## src/rtl/wsfe_pkg.sv

```systemverilog
// Types and helpers shared by the WebSocket frame encoder modules.
// No dependencies.
package wsfe_pkg;

    localparam int HDR_BYTES = 8;
    localparam logic [6:0] SHORT_MAX = 7'd125;
    localparam logic [6:0] EXT16_CODE = 7'd126;
    localparam logic ITEM_BEGIN = 1'b0;
    localparam logic ITEM_PAYLOAD = 1'b1;

    // One run of bytes waiting to go out, built when an item is accepted.
    typedef struct packed {
        logic [HDR_BYTES-1:0][7:0] bytes;
        logic [2:0]                last_idx;
        logic                      frame_end;
    } run_t;

    // Key byte at position idx, the first transmitted byte in bits 31 to 24.
    function automatic logic [7:0] key_byte(input logic [31:0] key, input logic [1:0] idx);
        logic [7:0] b;
        case (idx)
            2'd0:    b = key[31:24];
            2'd1:    b = key[23:16];
            2'd2:    b = key[15:8];
            default: b = key[7:0];
        endcase
        return b;
    endfunction

endpackage

```

## src/rtl/wsfe_hdr_build.sv

```systemverilog
// Combinational builder of the frame header run for a begin item.
// Depends on wsfe_pkg.
module wsfe_hdr_build
    import wsfe_pkg::*;
(
    input  logic [3:0]  frame_type,
    input  logic        final_fragment,
    input  logic        use_mask,
    input  logic [15:0] len,
    input  logic [31:0] mask_key,
    output run_t        run
);

    logic is_short;

    assign is_short = (len <= {9'd0, SHORT_MAX});

    always_comb
    begin
        run = '0;
        run.bytes[0] = {final_fragment, 3'b000, frame_type};
        if (is_short)
        begin
            run.bytes[1] = {use_mask, len[6:0]};
            run.bytes[2] = key_byte(mask_key, 2'd0);
            run.bytes[3] = key_byte(mask_key, 2'd1);
            run.bytes[4] = key_byte(mask_key, 2'd2);
            run.bytes[5] = key_byte(mask_key, 2'd3);
            run.last_idx = use_mask ? 3'd5 : 3'd1;
        end
        else
        begin
            run.bytes[1] = {use_mask, EXT16_CODE};
            run.bytes[2] = len[15:8];
            run.bytes[3] = len[7:0];
            run.bytes[4] = key_byte(mask_key, 2'd0);
            run.bytes[5] = key_byte(mask_key, 2'd1);
            run.bytes[6] = key_byte(mask_key, 2'd2);
            run.bytes[7] = key_byte(mask_key, 2'd3);
            run.last_idx = use_mask ? 3'd7 : 3'd3;
        end
        // An empty frame ends on its last header byte.
        run.frame_end = (len == 16'd0);
    end

endmodule

```

## src/rtl/websocket_frame_encoder_top.sv

```systemverilog
// Top level of the WebSocket frame encoder: frame state, byte run buffer, output register.
// Depends on wsfe_pkg and wsfe_hdr_build.
//
//  channel | signals                                   | direction
//  --------+-------------------------------------------+----------
//  input   | in_valid, in_ready, item_kind .. payload  | into block
//  output  | out_valid, out_ready, out_byte, run_last, | out of block
//          | frame_last                                |
//
// A payload item makes a one-byte run, and one transfer is accepted every cycle while
// the output drains. A begin item gives a header of 2 to 8 bytes, one per cycle
// from the run buffer, so the next item waits until the last header byte moves out.
// Reset clears the frame state and all valid flags. A stall on the output holds the
// output register and, once the run buffer is full, the input side too.
module websocket_frame_encoder_top
    import wsfe_pkg::*;
#(
    parameter int LENGTH_BITS = 16
)
(
    input  logic        clk,
    input  logic        rst_n,
    input  logic        in_valid,
    output logic        in_ready,
    input  logic        item_kind,
    input  logic [3:0]  frame_type,
    input  logic        final_fragment,
    input  logic        use_mask,
    input  logic [15:0] payload_length,
    input  logic [31:0] mask_key,
    input  logic [7:0]  payload_byte,
    output logic        out_valid,
    input  logic        out_ready,
    output logic [7:0]  out_byte,
    output logic        run_last,
    output logic        frame_last
);

    logic [LENGTH_BITS-1:0] remaining_reg, remaining_next;
    logic [31:0]            key_reg, key_next;
    logic [1:0]             key_idx_reg, key_idx_next;
    logic                   masking_reg, masking_next;

    logic                   run_valid_reg, run_valid_next;
    run_t                   run_reg, run_next;
    logic [2:0]             run_idx_reg, run_idx_next;

    logic                   out_valid_reg, out_valid_next;
    logic [7:0]             out_byte_reg, out_byte_next;
    logic                   run_last_reg, run_last_next;
    logic                   frame_last_reg, frame_last_next;

    logic [15:0]            len;
    run_t                   hdr_run;
    logic                   accept;
    logic                   out_load;
    logic                   run_at_end;
    logic [LENGTH_BITS-1:0] remaining_dec;
    logic [7:0]             masked_byte;

    assign len = {{(16-LENGTH_BITS){1'b0}}, payload_length[LENGTH_BITS-1:0]};

    wsfe_hdr_build u_hdr_build (
        .frame_type     (frame_type),
        .final_fragment (final_fragment),
        .use_mask       (use_mask),
        .len            (len),
        .mask_key       (mask_key),
        .run            (hdr_run)
    );

    assign out_load   = run_valid_reg && (!out_valid_reg || out_ready);
    assign run_at_end = (run_idx_reg == run_reg.last_idx);
    assign in_ready   = !run_valid_reg || (run_at_end && out_load);
    assign accept     = in_valid && in_ready;

    assign remaining_dec = remaining_reg - {{(LENGTH_BITS-1){1'b0}}, 1'b1};
    assign masked_byte   = masking_reg ? (payload_byte ^ key_byte(key_reg, key_idx_reg))
                                       : payload_byte;

    always_comb
    begin
        remaining_next = remaining_reg;
        key_next       = key_reg;
        key_idx_next   = key_idx_reg;
        masking_next   = masking_reg;
        run_valid_next = run_valid_reg;
        run_next       = run_reg;
        run_idx_next   = run_idx_reg;

        if (out_load)
        begin
            if (run_at_end)
                run_valid_next = 1'b0;
            else
                run_idx_next = run_idx_reg + 3'd1;
        end

        if (accept)
        begin
            if (item_kind == ITEM_BEGIN)
            begin
                // A new begin simply replaces whatever frame was still open.
                remaining_next = len[LENGTH_BITS-1:0];
                key_next       = mask_key;
                key_idx_next   = 2'd0;
                masking_next   = use_mask;
                run_valid_next = 1'b1;
                run_next       = hdr_run;
                run_idx_next   = 3'd0;
            end
            else if (remaining_reg != '0)
            begin
                remaining_next     = remaining_dec;
                key_idx_next       = key_idx_reg + 2'd1;
                run_valid_next     = 1'b1;
                run_next           = '0;
                run_next.bytes[0]  = masked_byte;
                run_next.last_idx  = 3'd0;
                run_next.frame_end = (remaining_dec == '0);
                run_idx_next       = 3'd0;
            end
        end
    end

    always_comb
    begin
        out_valid_next  = out_valid_reg;
        out_byte_next   = out_byte_reg;
        run_last_next   = run_last_reg;
        frame_last_next = frame_last_reg;
        if (out_load)
        begin
            out_valid_next  = 1'b1;
            out_byte_next   = run_reg.bytes[run_idx_reg];
            run_last_next   = run_at_end;
            frame_last_next = run_at_end && run_reg.frame_end;
        end
        else if (out_ready)
        begin
            out_valid_next = 1'b0;
        end
    end

    always_ff @(posedge clk or negedge rst_n)
    begin
        if (!rst_n)
        begin
            remaining_reg <= '0;
            key_reg       <= '0;
            key_idx_reg   <= '0;
            masking_reg   <= 1'b0;
            run_valid_reg <= 1'b0;
            run_idx_reg   <= '0;
            out_valid_reg <= 1'b0;
        end
        else
        begin
            remaining_reg <= remaining_next;
            key_reg       <= key_next;
            key_idx_reg   <= key_idx_next;
            masking_reg   <= masking_next;
            run_valid_reg <= run_valid_next;
            run_idx_reg   <= run_idx_next;
            out_valid_reg <= out_valid_next;
        end
    end

    always_ff @(posedge clk)
    begin
        run_reg        <= run_next;
        out_byte_reg   <= out_byte_next;
        run_last_reg   <= run_last_next;
        frame_last_reg <= frame_last_next;
    end

    assign out_valid  = out_valid_reg;
    assign out_byte   = out_byte_reg;
    assign run_last   = run_last_reg;
    assign frame_last = frame_last_reg;

endmodule
```

## config.mk

```make
export PLATFORM = sky130hd
export DESIGN_NAME = websocket_frame_encoder_top
export DESIGN_NICKNAME = d
export VERILOG_FILES = /design/src/rtl/wsfe_pkg.sv /design/src/rtl/wsfe_hdr_build.sv /design/src/rtl/websocket_frame_encoder_top.sv
export SDC_FILE = /design/constraint.sdc
export NUM_CORES = 1
export LEC_CHECK = 0
export BUFFER_PORTS_ARGS = -buffer_cell sky130_fd_sc_hd__buf_2
export CAP_MARGIN = 0
export CORE_MARGIN = 2
export CORE_UTILIZATION = 34
export DETAILED_ROUTE_END_ITERATION = 8
export PLACE_DENSITY_LB_ADDON = 0.3
export SYNTH_ARGS = -nofsm -noshare
export SYNTH_HDL_FRONTEND = slang
export SYNTH_HIERARCHICAL = 1
export SYNTH_SLANG_ARGS = --single-unit
```

## constraint.sdc

```tcl
create_clock -name clk -period 3.5 [get_ports clk]
set_input_delay 0.175 -clock clk [delete_from_list [all_inputs] [get_ports clk]]
set_output_delay 0.175 -clock clk [all_outputs]
set_load 0.005 [all_outputs]
```

==> impl_metrics.tcl, run 1 <==
set metrics [dict create \
    run_status "completed" \
    yosysSeqAreaShare_pct 50.5 \
    ys_types 66 \
    cts_max_level 4 \
    syn-instance-count 594 \
    path_class "flip-flop to flip-flop" \
    rsz0062_at_grt "no" \
    clock-sinks 134 \
    fin_worst_skew_ns 0.00943 \
    p_int_uw 4510 \
    required_ns 3.64 \
    core-area_um2 21600 \
    switching_share_pct 32.2 \
    multi_input_area_um2 3310 \
    post-route-period-util_pct 69.6 \
    synth_edf_count 78 \
    drt_wl_total_um 18600 \
    maxSlewViolCount 0 \
    cts-root-buf "clkbuf_16" \
    seq_power_share_pct 40.2 \
    clk_pin_slew_worst_paths_ns 0.06 \
    start_util_pct 34.3 \
    finalHoldViolCount 0 \
    hpwl_um 13100 \
    combPwrFrac_pct 32.7 \
    dr.first_iter.drc_count 430 \
    clockBufferDepth 2 \
    route.vias.total 4897 \
    final_nets 731 \
    syn_avg_cell_area_um2 12.5 \
    power_density_nw_per_um2 777 \
    drtAntennaViolNets 0 \
    critPathMaxFanout 8 \
    drtPass1Iterations 5 \
    setup_tns_ns 0 \
    synth_seq_cells 134 \
    gp_congestion 0.886 \
    p_leak_uw 0.00345 \
    switchingPower_uw 2140 \
    worst_setup_path_end_kind "flip-flop" \
    vdd_drop_max_mv 0.326 \
    setup_viol 0 \
    numCtsBuffers 17 \
    fmax_mhz 410 \
    globalRoute.totalOverflow 0 \
    die-area_um2 23000 \
    die_w_um 152 \
    grtUsageTotal_pct 17.0 \
    p_clk_share_pct 27.2 \
    register_area_um2 3740 \
    wl_met3_um 1280 \
    max_slew_margin_pct 43.4 \
    detail_route.vias_per_cell 5.16 \
    hold_class "input pin to flip-flop" \
    min_period_ns 2.44 \
    nFillCells 2062 \
    wirelength_met1_um 8210 \
    ys_warn_count 6 \
    antenna_found_initial 0 \
    drive_gt1_share_pct 32.1 \
    wl_met2_um 8880 \
    largest_register_ffs 68 \
    syn_to_final_growth_pct 15.6 \
    tightest_slew_ns 0.850 \
    drc 0 \
    ios 79 \
    syn_area_um2 7410 \
    grt_pass1_wl_um 28600 \
    wl_per_cell_um 19.6 \
    timing.hold.ws_ns 0.0267 \
    antenna_cells_inserted 0 \
    crit_arrival_ns 2.57 \
    grt_pass1_vias 4864 \
    dominantRegCellSynth "edfxtp_1" \
    synthArstFlopShare_pct 41.8 \
    die_h_um 152 \
    rows 54 \
    clk_latency_ns 0.42 \
    cts_tree "done" \
    setup.worst_path.start_class "flip-flop" \
    drv_cap 0 \
    top_layer "met4" \
    port_buffers 78 \
    grt_max_degree 64 \
]
## per-stage QoR
stage	utilization (%)	instance area [µm²]	std cells	total power (µW)	setup WS (ns)
floorplan	-	7420	596	4200	0.983
global placement	36.8	7950	915	4820	1.08
detailed placement	36.8	7950	915	4880	1.02
CTS	39.6	8570	949	6710	1.08
global route	39.6	8570	949	7020	0.875
finish	39.6	8570	949	6650	1.06
## cells in the mapped netlist, types with 14 or more instances
| cell | n | area, µm² |
|---|---|---|
| a21oi_1 | 25 | 125 |
| and2_1 | 19 | 119 |
| clkbuf_1 | 22 | 82.6 |
| dfrtp_1 | 56 | 1400 |
| edfxtp_1 | 78 | 2340 |
| mux2_2 | 19 | 214 |
| mux2_4 | 43 | 646 |
| mux4_2 | 16 | 360 |
| nand2_1 | 30 | 113 |
| nor2_1 | 29 | 109 |
| nor2b_1 | 60 | 375 |
| o21ai_0 | 22 | 110 |
| xor2_1 | 14 | 123 |
## power groups by stage
stage	combinational, µW	sequential, µW	clock, µW
final	2170	2670	1810
after global routing	2370	2740	1910
after CTS	2210	2670	1840
after detailed placement	2190	2690	0
after global placement	2160	2670	0
after floorplan	1650	2550	0
## final cells by class
cell class                 instances  area share (%)
sequential                       134            43.7
multi-input combinational        401            38.6
timing repair buffer              91            6.07
clock buffer                      18            5.12
tap                              280            4.09
clock inverter                    14            1.84
inverter                          11           0.540
## layer usage
layer / GRT usage, % / vias up
met1: 22.6 / 2436
met5: 0 / -
met2: 26.9 / 178
met4: 5.65 / 0
li1: - / 2265
met3: 4.43 / 18
## path summary, 6_finish.rpt
path / start / to / slack [ns] / cells past startpoint
max reg2reg: remaining_reg[0] / run_reg[0] / 1.06 / 7
max: remaining_reg[0] / run_reg[0] / 1.06 / 7
max in group asynchronous: rst_n / key_reg[0] / 2.23 / 3
min in group asynchronous: rst_n / remaining_reg[1] / 0.39 / 2
min: mask_key[12] / key_reg[12] / 0.03 / 2
min reg2reg: key_reg[2] / key_reg[2] / 0.51 / 1
## cell families after synthesis
group           Yosys count  share of synthesized area (%)
compound gates           95                           9.00
xor+xnor                 16                           1.89
other cells               2                          0.101
mux                      81                           16.9
fa+ha+maj                 8                           1.35
simple gates            197                           15.4
flops                   134                           50.5
buf+inv                  61                           4.93
## what timing repair did
item / 4_1_cts / 5_1_grt
hold endpoints to repair: 33 / 0
hold buffers: 2 / 0
buffers inserted: 0 / 0
resized for setup: 0 / 0
## cells in the final DEF (no fill, tap or decap), types with 5 or more instances in the layout
cell type	count
a2bb2oi_1	6
and2_1	19
ha_1	8
mux4_2	16
nand2b_1	7
a21o_1	8
buf_4	10
buf_2	77
nor2_1	29
and3_1	5
edfxtp_1	78
o21ai_0	22
mux2_4	43
inv_1	9
a21oi_1	25
clkbuf_16	17
xor2_1	14
dfrtp_1	56
nand2_1	30
nor3_1	9
nor2b_1	60
a222oi_1	8
nand3_1	10
mux2_2	19
## critical path, stage by stage, from the launching register on
cell and delay [ns]:
dfrtp_1 0.44, inv_1 0.12, ha_1 0.28, or3b_2 0.56
nor3_4 0.27, nor2_1 0.09, a211oi_1 0.25, o32ai_1 0.13
Note: power is estimated with default switching activity, not from simulation.
==> run 2: changes to the inputs <==
- clock period: 3.5 -> 2 ns (I/O delays scaled with it)
==> impl_metrics.tcl, run 2 (synthesized netlist as in run 1, its figures left out) <==
set metrics [dict create \
    run_status "complete, but fails checks" \
    violations "setup timing" \
    die_w_um 152 \
    final_cell_mix "78 x edfxtp_1, 77 x buf_2, 64 x buf_4" \
    fin_cells 1044 \
    power_uw 12400 \
    critPathMaxFanout 4 \
    start_util_pct 34.3 \
    die-area_um2 23000 \
    largest_register_ffs 68 \
    cts_max_level 4 \
    vdd_drop_max_mv 0.621 \
    crit_chain "or3_1 -> buf_4 -> nor2_2 -> and3_1 -> o211ai_1 -> o32ai_2" \
    placed_cells 972 \
    grt_pass1_vias 5299 \
    clk_pin_slew_worst_paths_ns 0.06 \
    drive_gt1_share_pct 39.9 \
    core-area_um2 21600 \
    die_h_um 152 \
    finalHoldViolCount 0 \
    setup_viol 1 \
    final_common_cell "edfxtp_1" \
    fmax_mhz 483 \
    crit_arrival_ns 2.31 \
    maxSlewViolCount 0 \
    path_class "flip-flop to flip-flop" \
    fin_ws_ns -0.0711 \
    cpLargestDelayFamily "simple AND/OR/NAND/NOR gates" \
    max_slew_margin_pct 48.3 \
    final_nets 826 \
    globalRoute.totalOverflow 0 \
    gp_congestion 0.897 \
    hold_class "input pin to flip-flop" \
    rows 54 \
    syn_to_final_growth_pct 29.4 \
    cts_tree "done" \
    timing.hold.ws_ns 0.0173 \
    clockBufferDepth 2 \
    cp_slowest_cell "or3_1" \
    required_ns 2.24 \
    drt_wl_total_um 19400 \
    drv_cap 0 \
    antenna_found_initial 0 \
    cts-root-buf "clkbuf_16" \
    tightest_slew_ns 0.776 \
    ios 79 \
    drtPass1Iterations 6 \
    grtUsageTotal_pct 17.6 \
    port_buffers 78 \
    route.vias.total 5244 \
    grt_pass1_wl_um 29900 \
    path_buf_inv 1 \
    clock-sinks 134 \
    dr.first_iter.drc_count 397 \
    post-route-period-util_pct 104 \
    fin_worst_skew_ns 0.00977 \
    hpwl_um 13800 \
    worst_setup_path_end_kind "flip-flop" \
    min_period_ns 2.07 \
    rsz0062_at_grt "yes" \
    detail_route.vias_per_cell 5.02 \
    wl_per_cell_um 18.6 \
    drtAntennaViolNets 0 \
    p_leak_uw 0.00395 \
    clk_latency_ns 0.42 \
    cpPeakStageDelay_ns 0.54 \
    grt_max_degree 63 \
    numCtsBuffers 17 \
    antenna_cells_inserted 0 \
    drc 0 \
    setup.worst_path.start_class "flip-flop" \
    power_density_nw_per_um2 1290 \
]
-- run 2: cell types whose count changed in the layout (fill, tap and decap cells not counted), moves of 3 or more --
cell / change
buf_4: +54
dlygate4sd3_1: +31
buf_6: +6
buf_12: +4
ha_1: -4
ha_4: +3
nand2_1: -3
nand2_2: +3
-- run 2: layer usage --
metal / routed length [µm] / GRT usage [%] / vias to the layer above / share of wire (%)
li1: - / - / 2459 / -
met1: 8930 / 23.6 / 2637 / 46
met2: 9420 / 28.9 / 135 / 48
met3: 912 / 3.95 / 13 / 4.7
met4: 172 / 4.31 / 0 / 0.89
met5: 0 / 0 / - / 0
-- run 2: what timing repair did --
action | CTS | global route
buffers inserted | 1 | 6
hold buffers | 32 | 1
pin swaps | 1 | 8
resized for setup | 3 | 30
hold endpoints to repair | 58 | 1
setup endpoints to repair | 9 | 55
-- run 2: final timing paths --
path / start / endpoint / slack, ns / cells past startpoint
min: mask_key[30] / key_reg[30] / 0.02 / 2
min reg2reg: key_reg[0] / key_reg[0] / 0.51 / 1
max in group asynchronous: rst_n / key_reg[28] / 0.97 / 3
max reg2reg: remaining_reg[4] / run_reg[0] / -0.07 / 6
min in group asynchronous: rst_n / remaining_reg[1] / 0.30 / 2
max: remaining_reg[4] / run_reg[0] / -0.07 / 6
-- run 2: cell type report --
type | instances | area (µm²)
clock buffer | 23 | 520
clock inverter | 9 | 87.6
fill | 1967 | 12000
inverter | 11 | 51.3
multi-input combinational | 401 | 3460
sequential | 134 | 3740
tap | 280 | 350
timing repair buffer | 186 | 1380
-- run 2: stage by stage --
| step | utilization [%] | setup slack, ns | setup TNS (ns) | area, µm² |
|---|---|---|---|---|
| floorplan | - | -0.136 | -10.00 | 7480 |
| global placement | 39.2 | -0.0521 | -0.161 | 8470 |
| detailed placement | 39.2 | -0.157 | -1.00 | 8470 |
| CTS | 43.5 | -0.0805 | -0.0805 | 9410 |
| global route | 44.4 | -0.148 | -0.249 | 9590 |
| finish | 44.4 | -0.0711 | -0.0711 | 9590 |
-- run 2: power by group --
part / internal (µW) / switching [µW] / total [µW] / leakage (µW)
logic: 2430 / 2230 / 4670 / 0.00226
registers: 4030 / 546 / 4580 / 0.00140
clock network: 1960 / 1200 / 3170 / 0.000290
==> run 3: changes to the inputs <==
- HOLD_SLACK_MARGIN: unset -> 0.15
==> impl_metrics.tcl, run 3 (synthesized netlist as in run 1, its figures left out) <==
set metrics [dict create \
    run_status "complete, but fails checks" \
    violations "setup timing" \
    dr.first_iter.drc_count 354 \
    rows 54 \
    numCtsBuffers 17 \
    grt_pass1_vias 5352 \
    fin_ws_ns -0.0609 \
    power_uw 12400 \
    setup.worst_path.start_class "flip-flop" \
    cts_tree "done" \
    start_util_pct 34.3 \
    grt_pass1_wl_um 30100 \
    drc 0 \
    largest_register_ffs 68 \
    die-area_um2 23000 \
    vdd_drop_max_mv 0.624 \
    clk_pin_slew_worst_paths_ns 0.06 \
    globalRoute.totalOverflow 0 \
    drtPass1Iterations 5 \
    wirelength_met1_um 8860 \
    top_layer "met5" \
    grt_max_degree 63 \
    die_w_um 152 \
    path_class "flip-flop to flip-flop" \
    grtUsageTotal_pct 17.7 \
    rsz0062_at_grt "yes" \
    place_ws_ns -0.157 \
    regToRegStartpoint "remaining_reg[1]" \
    hp-start "payload_length[5]" \
    power_density_nw_per_um2 1270 \
    drive_gt1_share_pct 39.1 \
    worstHoldPathCells 3 \
    cts-root-buf "clkbuf_16" \
    antenna_found_initial 1 \
    max_slew_margin_pct 48.6 \
    drt_wl_total_um 19600 \
    maxSlewViolCount 0 \
    drv_cap 0 \
    crit_arrival_ns 2.31 \
    die_h_um 152 \
    finalHoldViolCount 0 \
    wl_per_cell_um 18.4 \
    hold_class "input pin to flip-flop" \
    p_int_uw 8460 \
    nFillCells 1949 \
    setup_viol 1 \
    core-area_um2 21600 \
    port_buffers 78 \
    p_leak_uw 0.00404 \
    ios 79 \
    final_nets 847 \
    cts_max_level 4 \
    critPathLaunch "remaining_reg[1]" \
    fin_worst_skew_ns 0.0138 \
    wl_met2_um 9450 \
    setup_tns_ns -0.0609 \
    antenna_cells_inserted 0 \
    min_period_ns 2.06 \
    critPathMaxFanout 5 \
    final_cell_mix "78 x edfxtp_1, 77 x buf_2, 65 x buf_4" \
    switchingPower_uw 3990 \
    clk_latency_ns 0.43 \
    detail_route.vias_per_cell 4.96 \
    timing.hold.ws_ns 0.147 \
    wl_met3_um 1040 \
    switching_share_pct 32.0 \
    drtAntennaViolNets 0 \
    hpwl_um 13800 \
    tightest_slew_ns 0.772 \
    reg2regPathDepth 8 \
    required_ns 2.24 \
    route.vias.total 5278 \
    combPwrFrac_pct 37.8 \
    clockBufferDepth 2 \
    gp_congestion 0.897 \
    final_common_cell "edfxtp_1" \
    post-route-period-util_pct 103 \
    fmax_mhz 485 \
    syn_to_final_growth_pct 32.2 \
    worst_setup_path_end_kind "flip-flop" \
    p_clk_share_pct 25.4 \
    seq_power_share_pct 36.8 \
    clock-sinks 134 \
]
run 3: worst max-delay path, stage by stage, from the launching register on:
cell and delay (ns):
dfrtp_1 0.40, inv_2 0.09, ha_4 0.13, or3b_4 0.39, nor3_4 0.23, a22o_1 0.18
a211oi_1 0.05, buf_4 0.14, o32ai_2 0.26
run 3: layer usage:
layer / GRT usage [%] / vias up
met3: 3.80 / 21
met2: 29.1 / 129
met1: 23.7 / 2627
li1: - / 2499
met5: 0 / -
met4: 4.72 / 2
run 3: what timing repair did:
action | CTS | global route
hold buffers | 53 | 0
setup endpoints to repair | 9 | 55
pin swaps | 1 | 7
buffers inserted | 1 | 7
resized for setup | 3 | 30
hold endpoints to repair | 106 | 0
run 3: power groups by stage:
stage / Sequential (µW) / Clock, µW / Combinational (µW)
2_1_floorplan: 4460 / 0 / 2960
4_1_cts: 4580 / 3210 / 4530
6_report: 4580 / 3160 / 4700
5_1_grt: 4680 / 3340 / 5120
3_3_place_gp: 4580 / 0 / 4330
3_5_place_dp: 4620 / 0 / 4400
run 3: final cells by class:
class	instances	area, µm²	area share, %
multi-input combinational	401	3450	35.2
clock inverter	9	87.6	0.894
inverter	11	51.3	0.524
tap	280	350	3.58
sequential	134	3740	38.2
timing repair buffer	207	1590	16.2
clock buffer	23	520	5.31
run 3: final timing paths:
| kind | end | slack [ns] |
|---|---|---|
| max reg2reg | run_reg[0] | -0.06 |
| min in group asynchronous | remaining_reg[1] | 0.29 |
| max | run_reg[0] | -0.06 |
| min | remaining_reg[5] | 0.15 |
| min reg2reg | key_reg[26] | 0.51 |
| max in group asynchronous | key_reg[28] | 0.97 |
run 3: per-stage QoR:
step	instance area (µm²)	utilization, %	cells
floorplan	7480	-	596
global placement	8470	39.2	972
detailed placement	8470	39.2	972
CTS	9620	44.5	1058
global route	9800	45.3	1065
finish	9800	45.3	1065
